File: src/hdl/sli_pkg.sv
`timescale 1ns / 1ps
// ----------------------------------------------------------------------------
// sli_pkg
// Shared types and widths for the segment/line intersection core.
// ----------------------------------------------------------------------------
package sli_pkg;

  // Magnitude of a cross product of two 33-bit differences
  localparam int MagW   = 67;
  // Quotient bits produced by the divider chain
  localparam int QuoW   = 33;
  // Lanes in the divider: t, point x, point y
  localparam int Lanes  = 3;
  localparam int LaneT  = 0;
  localparam int LaneX  = 1;
  localparam int LaneY  = 2;

  typedef enum logic {
    OP_RAY     = 1'b0,
    OP_SEGMENT = 1'b1
  } sli_op_e;

  typedef struct packed {
    logic               operation;
    logic signed [31:0] first_start_x;
    logic signed [31:0] first_start_y;
    logic signed [31:0] first_far_x;
    logic signed [31:0] first_far_y;
    logic signed [31:0] second_start_x;
    logic signed [31:0] second_start_y;
    logic signed [31:0] second_end_x;
    logic signed [31:0] second_end_y;
  } sli_in_t;

  typedef struct packed {
    logic               hit;
    logic [31:0]        hit_param;
    logic signed [31:0] point_x;
    logic signed [31:0] point_y;
  } sli_out_t;

  // Transaction state carried from cell to cell along the divider chain
  typedef struct packed {
    logic [MagW-1:0]             den;
    logic [Lanes-1:0][MagW-1:0]  rem;
    logic [Lanes-1:0][QuoW-1:0]  nq;
    logic [Lanes-1:0]            sat;
    logic                        hit;
    logic                        neg_x;
    logic                        neg_y;
    logic signed [31:0]          px;
    logic signed [31:0]          py;
  } sli_div_t;

endpackage

File: src/hdl/sli_div_cell.sv
`timescale 1ns / 1ps
// ----------------------------------------------------------------------------
// sli_div_cell
// One restoring division step for all three lanes; registered output.
// ----------------------------------------------------------------------------
module sli_div_cell (
  input  logic              clk_i,
  input  logic              rst_ni,
  input  logic              en_i,
  input  logic              valid_i,
  input  sli_pkg::sli_div_t data_i,
  output logic              valid_o,
  output sli_pkg::sli_div_t data_o
);
  import sli_pkg::*;

  logic     valid_q;
  sli_div_t data_d, data_q;

  // Shift in the next numerator bit, subtract the divisor when it fits
  always_comb begin
    logic [MagW:0] trial;
    logic          ge;
    data_d = data_i;
    for (int l = 0; l < Lanes; l++) begin
      trial = {data_i.rem[l], data_i.nq[l][QuoW-1]};
      ge    = (trial >= {1'b0, data_i.den});
      if (ge) begin
        trial = trial - {1'b0, data_i.den};
      end
      data_d.rem[l] = trial[MagW-1:0];
      data_d.nq[l]  = {data_i.nq[l][QuoW-2:0], ge};
    end
  end

  always_ff @(posedge clk_i or negedge rst_ni) begin
    if (!rst_ni) begin
      valid_q <= 1'b0;
    end else if (en_i) begin
      valid_q <= valid_i;
    end
  end

  always_ff @(posedge clk_i) begin
    if (en_i) begin
      data_q <= data_d;
    end
  end

  assign valid_o = valid_q;
  assign data_o  = data_q;

endmodule

File: config.mk
export PLATFORM = sky130hd
export DESIGN_NAME = sli_div_cell
export DESIGN_NICKNAME = d
export VERILOG_FILES = /design/src/hdl/sli_pkg.sv /design/src/hdl/sli_div_cell.sv
export SDC_FILE = /design/constraint.sdc
export NUM_CORES = 1
export LEC_CHECK = 0
export ABC_AREA = 1
export BUFFER_PORTS_ARGS = -buffer_cell sky130_fd_sc_hd__buf_2
export CAP_MARGIN = 20
export CELL_PAD_IN_SITES_DETAIL_PLACEMENT = 2
export CELL_PAD_IN_SITES_GLOBAL_PLACEMENT = 2
export CORE_AREA = 5 5 341 343
export CTS_CLUSTER_SIZE = 20
export DETAILED_ROUTE_END_ITERATION = 16
export DIE_AREA = 0 0 346 348
export GPL_TIMING_DRIVEN = 0
export HOLD_SLACK_MARGIN = 0.02
export PLACE_DENSITY_LB_ADDON = 0.2
export SLEW_MARGIN = 10
export SYNTH_ARGS = -nofsm -noshare
export SYNTH_HDL_FRONTEND = slang
export SYNTH_SLANG_ARGS = --single-unit
export TNS_END_PERCENT = 1
File: constraint.sdc
create_clock -name clk_i -period 2.06 [get_ports clk_i]
set_clock_uncertainty 0.1 [all_clocks]
set_input_delay 0 -clock clk_i [delete_from_list [all_inputs] [get_ports clk_i]]
set_output_delay 0 -clock clk_i [all_outputs]
set_load 0.02 [all_outputs]
==> metrics.md, run 1 <==
| Metric | Value |
|---|---|
| Largest family of logic cells by synthesized area | simple AND/OR/NAND/NOR gates |
| Post-DP HPWL | approximately 190000 microns |
| Rel. slew slack | 0.432 |
| Synthesized Nets | roughly 5500 |
| CTS Buf Count | 53 |
| Simple-gate share of the synthesized area | 0.341 |
| Longest Clk Path Bufs | 3 |
| Synth area leader | edfxtp_1 |
| Worst reg-to-reg setup slack | 1140 ps |
| Vias per Instance | ~5.5 |
| Critical path class | input pin to flop |
| Die area | approximately 120000 sq um |
| Max-Cap Viols | 0 |
| Reg2reg end | valid_o |
| Initial Util | 0.298 |
| Yosys cell types | 34 |
| Startpoint types | input pin |
| Fraction of layout cells with a size suffix above 1 | 0.293 |
| Port buffer count | just under 900 |
| Critical path's slowest cell | clkbuf_2 |
| Dpl cells | about 7300 |
| CP max stage delay | ~340 ps |
| Worst path arrival time | roughly 2800 ps |
| Mapped Area | 33800 sq um |
| Vias in the first global route | 45267 |
| Most common cell after layout, fill and taps aside | nand2_1 |
| Final WL | about 280000 microns |
| Die W | 346 microns |
| Placer Congestion | between 1 and 1.5 |
| Die Ht | 348 microns |
| Mean Syn Cell Area | between 6 and 7 sq um |
| Worst path top cell family by delay | simple AND/OR/NAND/NOR gates |
| Main area contributors after synthesis | edfxtp_1 39%, nand2_1 22%, inv_1 9.5% |
| CTS tree | built |
| Failing checks | hold timing, setup timing |
| # IOs | 879 |
| Cell leakage power | approximately 26 nW |
| Setup TNS | -24040 ps |
| Reg clk slew, reported paths | roughly 80 ps |
| WP buf/inv | 5 |
| Rows | approximately 120 |
| Crit-path cells | buf_2 -> clkinvlp_4 -> buf_12 -> ha_4 -> nand2_1 -> nor2_1 -> inv_2 -> nor2_2 -> nand2_1 -> nor2_1 -> nand2_2 -> nand3_2 -> nand2_4 -> clkbuf_2 -> nand3_1 -> nand2_1 |
| Synth Register Bits | about 440 |
| Worst-margin pin slew | about 850 ps |
| Final Hold Viols | 135 |
| Seq/Total Area, Yosys | 0.389 |
| H-Tree Level Count | 2 |
| Min Hold Slack | -477 ps |
| RR Startpoint | valid_o |
| Final WS setup | -382 ps |
| Worst-path maximum fanout | 10 |
| Max frequency | between 0.4 and 0.5 GHz |
| Most frequent cells in the layout | 1746 x nand2_1, 862 x buf_2, 775 x inv_1, 525 x dlygate4sd3_1, 437 x edfxtp_1 |
| Net total in the final layout | 7144 |
| Unrepaired setup endpoints after global routing | yes |
| YS warnings | 0 |
| Cells after Synth | a little under 5000 |
| Worst Path Required | about 2400 ps |
| Area share of fa/ha/maj cells after synthesis | 0.0763 |
| Hold-critical path depth | 3 |
| Final instance area | between 50000 and 60000 sq um |
| Routed length per instance | about 35 microns |
| Clk root buf | clkbuf_16 |
| Initial antenna violation count | 60 |
| Worst-Skew Late Latency | 720 ps |
| Non-filler cells, final | 8070 |
| Area after DPL | 40300 sq um |
| Worst Hold Class | input pin to flop |
| Pwr per Cell Area | 705 nW/um^2 |
| Global route overflow | 0 |
| Hold path start | data_i[174] |
| Vias | 44328 |
| Reg2reg path depth | 1 |
| First-pass GRT wire length | 351000 microns |
| Initial DRC count | approximately 4300 |
| Final slew viol count | 0 |
| CP endpoint kind | flop |
| All-Layer GR Usage | 0.406 |
| Largest net degree at the start of global routing | 116 |
| Area grow syn2layout | 59.2% |
| Compound-Gate Fraction of Synth Area | 0.0558 |
| Proportion of netlist area held by the largest area contributor | 0.389 |
| Clock tree sinks | around 440 |
| Total chip power | 37.9 mW |
| VDD IR max | around 0.0007 V |
| Hold Path End | data_o[175] |
| Clock period minus worst slack | ~2400 ps |
| Most frequent cell on the critical path | nand2_1 |
| Antenna Nets Post-Route | 0 |
| Drt first pass iters | 6 |
| Area of the core | ~110000 sq um |
| Post-Synth XOR/XNOR Area | 0.0265 |
| Status | complete, but fails checks |
| Mux cell area share after synthesis | 0.000333 |
| Remaining DRCs | 0 |
| Final setup viols | 140 |
| Final period util | 1.19 |
## final cells by class
cell class              instances  area (sq um)
multi-input cells            3497         20900
well taps                    1512          1890
clock inverters                39           462
plain buffers                  43           515
clock buffers                  60          1350
repair buffers               1571         11800
inverters                     895          3600
fillers                     12879         59500
flip-flops and latches        438         13100
diodes                         15          37.5
## power breakdown
part	internal (mW)	switching [mW]
combinational	5.04	10.3
clock	5.78	5.06
sequential	11.1	0.613
total	21.9	16.0
## routing by layer
metal | share of wire | GRT usage
met1 | 0.37 | 0.495
met2 | 0.45 | 0.672
met3 | 0.082 | 0.0718
met4 | 0.093 | 0.247
met5 | 0.00049 | 0
## worst min-delay path, stage by stage
cell and delay (ps):
buf_2 100, nand2_1 50, nand2_1 50
## cell usage after synthesis
cell type and instances:
a21boi_0 2, a21o_1 5, a21oi_1 220, a21oi_2 7, and2_1 3, and3_1 3, buf_2 20, buf_4 9
buf_6 16, clkbuf_1 4, clkinv_1 1, dfrtp_1 1, edfxtp_1 437, fa_1 3, ha_1 201, inv_1 852
inv_2 42, mux2_2 1, nand2_1 1965, nand2_2 18, nand2_4 1, nand3_1 319, nand3_2 2, nand3b_1 41
nand4_1 43, nor2_1 373, nor2_2 22, nor3_1 35, nor4_1 14, o21ai_0 79, o21ai_1 4, o21bai_1 34
xnor2_1 6, xor2_1 96
## cells by family (layout without fill, tap and decap cells)
logic type,Yosys count,in the layout
AOI/OAI and AO/OA,351,351
xor gates and xnor gates,102,102
adders and majority gates,204,204
buffers and inverters,944,2608
DFF,438,438
muxes,1,1
other,0,15
and+or+nand+nor,2839,2839
## flip-flops by register name, indices dropped and copies added, names as in the netlist
name     flops
valid_o      1
data_o     437
## how the worst max path moves through the flow
stage	slack, ps	startpoint	cells after the start	to
5_1_grt	-340	data_i[409]	16	data_o[313]
2_1_floorplan	-7	data_i[135]	16	data_o[250]
6_report	-380	data_i[409]	16	data_o[317]
4_1_cts	-90	data_i[387]	19	data_o[195]
3_5_place_dp	-1980	data_i[388]	18	data_o[240]
3_3_place_gp	-6510	en_i	2	valid_o
## per-stage QoR
stage | setup slack, ps | hold WS, ps | util
detailed placement | -1980 | -325 | 0.355
global route | -339 | -514 | 0.474
global placement | -6510 | -325 | 0.354
floorplan | -6.93 | -396 | -
finish | -382 | -477 | 0.475
CTS | -91.4 | -608 | 0.448
## what timing repair did
action | CTS | global route
hold buffers | 464 | 61
pin swaps | 48 | 80
cloned | 0 | 2
setup buffers | 117 | 46
gates resized for setup | 496 | 462
endpoints found under the setup margin | 204 | 204
hold endpoints to repair | 498 | 188
Note: power is estimated with default switching activity, not from simulation.
==> inputs of run 2 (changes only) <==
ABC_AREA = unset   (was 1)
CORE_AREA = 5 5 335 337   (was 5 5 341 343)
DIE_AREA = 0 0 340 342   (was 0 0 346 348)
==> metrics.md, run 2 <==
| Metric | Value |
|---|---|
| Post-synth EDFFs | approximately 440 |
| Post-synthesis async set-or-reset flop share | 0.00228 |
| Vias | ~30000 |
| Worst Path Required | about 2400 ps |
| Die W | 340 microns |
| Longest Clk Path Bufs | 3 |
| Final period util | 1.89 |
| Mapped Area | 27400 sq um |
| Top FF cell, synth | edfxtp_1 |
| Final slew viol count | 0 |
| Hold Path End | data_o[371] |
| Reg2reg end | valid_o |
| Rows | 121 |
| CTS Buf Count | 55 |
| Synthesized Nets | around 3400 |
| Global route overflow | 0 |
| Worst Hold Class | input pin to flop |
| Clk root buf | clkbuf_16 |
| Synth Register Bits | ~440 |
| Crit-path cells | buf_2 -> dlygate4sd3_1 -> ha_4 -> o211ai_1 -> o211ai_1 -> buf_4 -> a221oi_4 -> buf_6 -> nand2b_4 -> o21ai_4 -> or3_4 -> nand2_4 -> a21oi_4 -> a31oi_4 -> buf_12 -> buf_16 -> buf_8 -> nand2_1 -> o21ai_1 |
| Proportion of netlist area held by the largest area contributor | 0.480 |
| Worst path top cell family by delay | buffers and inverters |
| Area grow syn2layout | 61.3% |
| Vias per Instance | just over 5 |
| Final WS setup | -1840 ps |
| Setup TNS | -307790 ps |
| Final instance area | about 44000 sq um |
| Vias in the first global route | about 33000 |
| Initial Util | 0.252 |
| Synth area leader | edfxtp_1 |
| Cell leakage power | ~19 nW |
| CP endpoint kind | flop |
| Yosys cell types | 74 |
| Startpoint types | input pin |
| First-pass GRT wire length | 238000 microns |
| YS warnings | 0 |
| Dpl cells | 5020 |
| Pwr per Cell Area | around 770 nW/um^2 |
| Final WL | 176000 microns |
| Initial antenna violation count | 55 |
| H-Tree Level Count | 2 |
| Remaining DRCs | 0 |
| VDD IR max | just under 0.0006 V |
| Final setup viols | ~200 |
| Post-DP HPWL | 121000 microns |
| Worst-margin pin slew | 941 ps |
| Max-Cap Viols | 0 |
| Largest net degree at the start of global routing | about 110 |
| Reg clk slew, reported paths | 80 ps |
| Critical path's slowest cell | dlygate4sd3_1 |
| Main area contributors after synthesis | edfxtp_1 48%, ha_1 9.2%, o21ai_0 5.7% |
| Seq/Total Area, Yosys | 0.481 |
| Area of the core | 109000 sq um |
| Placer Congestion | 0.863 |
| Clock tree sinks | between 400 and 500 |
| Min Hold Slack | -563 ps |
| Worst-path maximum fanout | 10 |
| Reg2reg path depth | 1 |
| Non-filler cells, final | roughly 6000 |
| Hold-critical path depth | 1 |
| Mean Syn Cell Area | 10.0 sq um |
| CTS tree | built |
| Port buffer count | approximately 880 |
| Worst-Skew Late Latency | ~660 ps |
| # IOs | between 800 and 900 |
| Most frequent cells in the layout | 881 x buf_2, 654 x dlygate4sd3_1, 437 x edfxtp_1, 345 x nand2_1, 256 x o21ai_0 |
| Critical path class | input pin to flop |
| Count leader, synth | edfxtp_1 |
| Drt first pass iters | 5 |
| Worst reg-to-reg setup slack | 1190 ps |
| Failing checks | hold timing, setup timing |
| RR Startpoint | valid_o |
| Top cells by count, synth | 437 x edfxtp_1, 350 x nand2_1, 312 x o21ai_0 |
| Fraction of layout cells with a size suffix above 1 | 0.286 |
| Die area | around 120000 sq um |
| Initial DRC count | 1803 |
| Most frequent cell on the critical path | o211ai_1 |
| Routed length per instance | 30.0 microns |
| Status | complete, but fails checks |
| Max reg flops | around 440 |
| Unrepaired setup endpoints after global routing | yes |
| Die Ht | about 340 microns |
| Cells after Synth | about 2700 |
| Final Hold Viols | 24 |
| Hold path start | data_i[371] |
| Worst path arrival time | 4220 ps |
| Antenna Nets Post-Route | 0 |
| WP buf/inv | 7 |
| CP max stage delay | between 600 and 700 ps |
| FILL cells | roughly 12000 |
| Max frequency | 0.256 GHz |
| Net total in the final layout | between 5000 and 6000 |
| Rel. slew slack | 0.367 |
| Total chip power | approximately 34 mW |
| Clock period minus worst slack | 3900 ps |
| Most common cell after layout, fill and taps aside | buf_2 |
| All-Layer GR Usage | 0.277 |
| Area after DPL | around 34000 sq um |
run 2: cell count changes in the layout (fill, tap and decap cells not counted), moves of 129 or more:
cell / change
nand2_1: -1401
inv_1: -661
nand3_1: -236
o21ai_0: +192
nand2_2: -183
nor2_1: -181
ha_1: +157
ha_4: -148
dlygate4sd3_1: +129
run 2: cell type report:
| class | instances | area, sq um | area share |
|---|---|---|---|
| buffer | 109 | 881 | 0.0200 |
| timing repair buffer | 1588 | 11600 | 0.263 |
| antenna | 35 | 87.6 | 0.00199 |
| sequential | 438 | 13100 | 0.298 |
| inverter | 131 | 536 | 0.0121 |
| multi-input combinational | 2042 | 14200 | 0.322 |
| clock inverter | 41 | 467 | 0.0106 |
| clock buffer | 63 | 1430 | 0.0324 |
| tap | 1414 | 1770 | 0.0401 |
run 2: per-stage QoR:
step           worst slack (ps)   util  hold slack [ps]
4_1_cts                   -1660  0.396             -617
6_report                  -1840  0.406             -563
3_5_place_dp              -4390  0.311             -324
5_1_grt                   -1840  0.406             -603
2_1_floorplan             -1320      -             -396
3_3_place_gp              -6850  0.309             -325
run 2: repair_timing:
item | in CTS | in global routing
setup endpoints to repair | 204 | 223
hold buffers | 641 | 24
endpoints found under the hold margin | 638 | 45
cloned | 1 | 0
gates resized for setup | 188 | 234
pin swaps | 27 | 27
setup buffers | 30 | 14
run 2: worst max-delay path by stage:
stage	start	end	slack, ps	depth (start not counted)
detailed placement	data_i[370]	data_o[236]	-4390	17
finish	data_i[238]	data_o[239]	-1840	19
global route	data_i[377]	data_o[313]	-1840	21
CTS	data_i[370]	data_o[348]	-1660	20
floorplan	data_i[102]	data_o[179]	-1320	16
global placement	en_i	valid_o	-6850	2
run 2: per-layer routing:
metal,up-vias,GRT usage,part of all wire
li1,13483,-,-
met1,15033,0.308,0.38
met2,1004,0.518,0.52
met3,295,0.0660,0.067
met4,24,0.0911,0.042
met5,-,0,0.00098
run 2: report_power, final:
group          switching [mW]  internal, mW
clock                    4.78          6.03
combinational            7.10          4.24
sequential              0.447          11.2
total                    12.3          21.4
run 2: cells by family after synthesis:
family | Yosys count | share of synthesized area
AOI/OAI and AO/OA | 904 | 0.200
xor gates and xnor gates | 191 | 0.0612
adders and majority gates | 204 | 0.0941
buffers and inverters | 242 | 0.0354
DFF | 438 | 0.481
muxes | 16 | 0.00654
and+or+nand+nor | 727 | 0.122
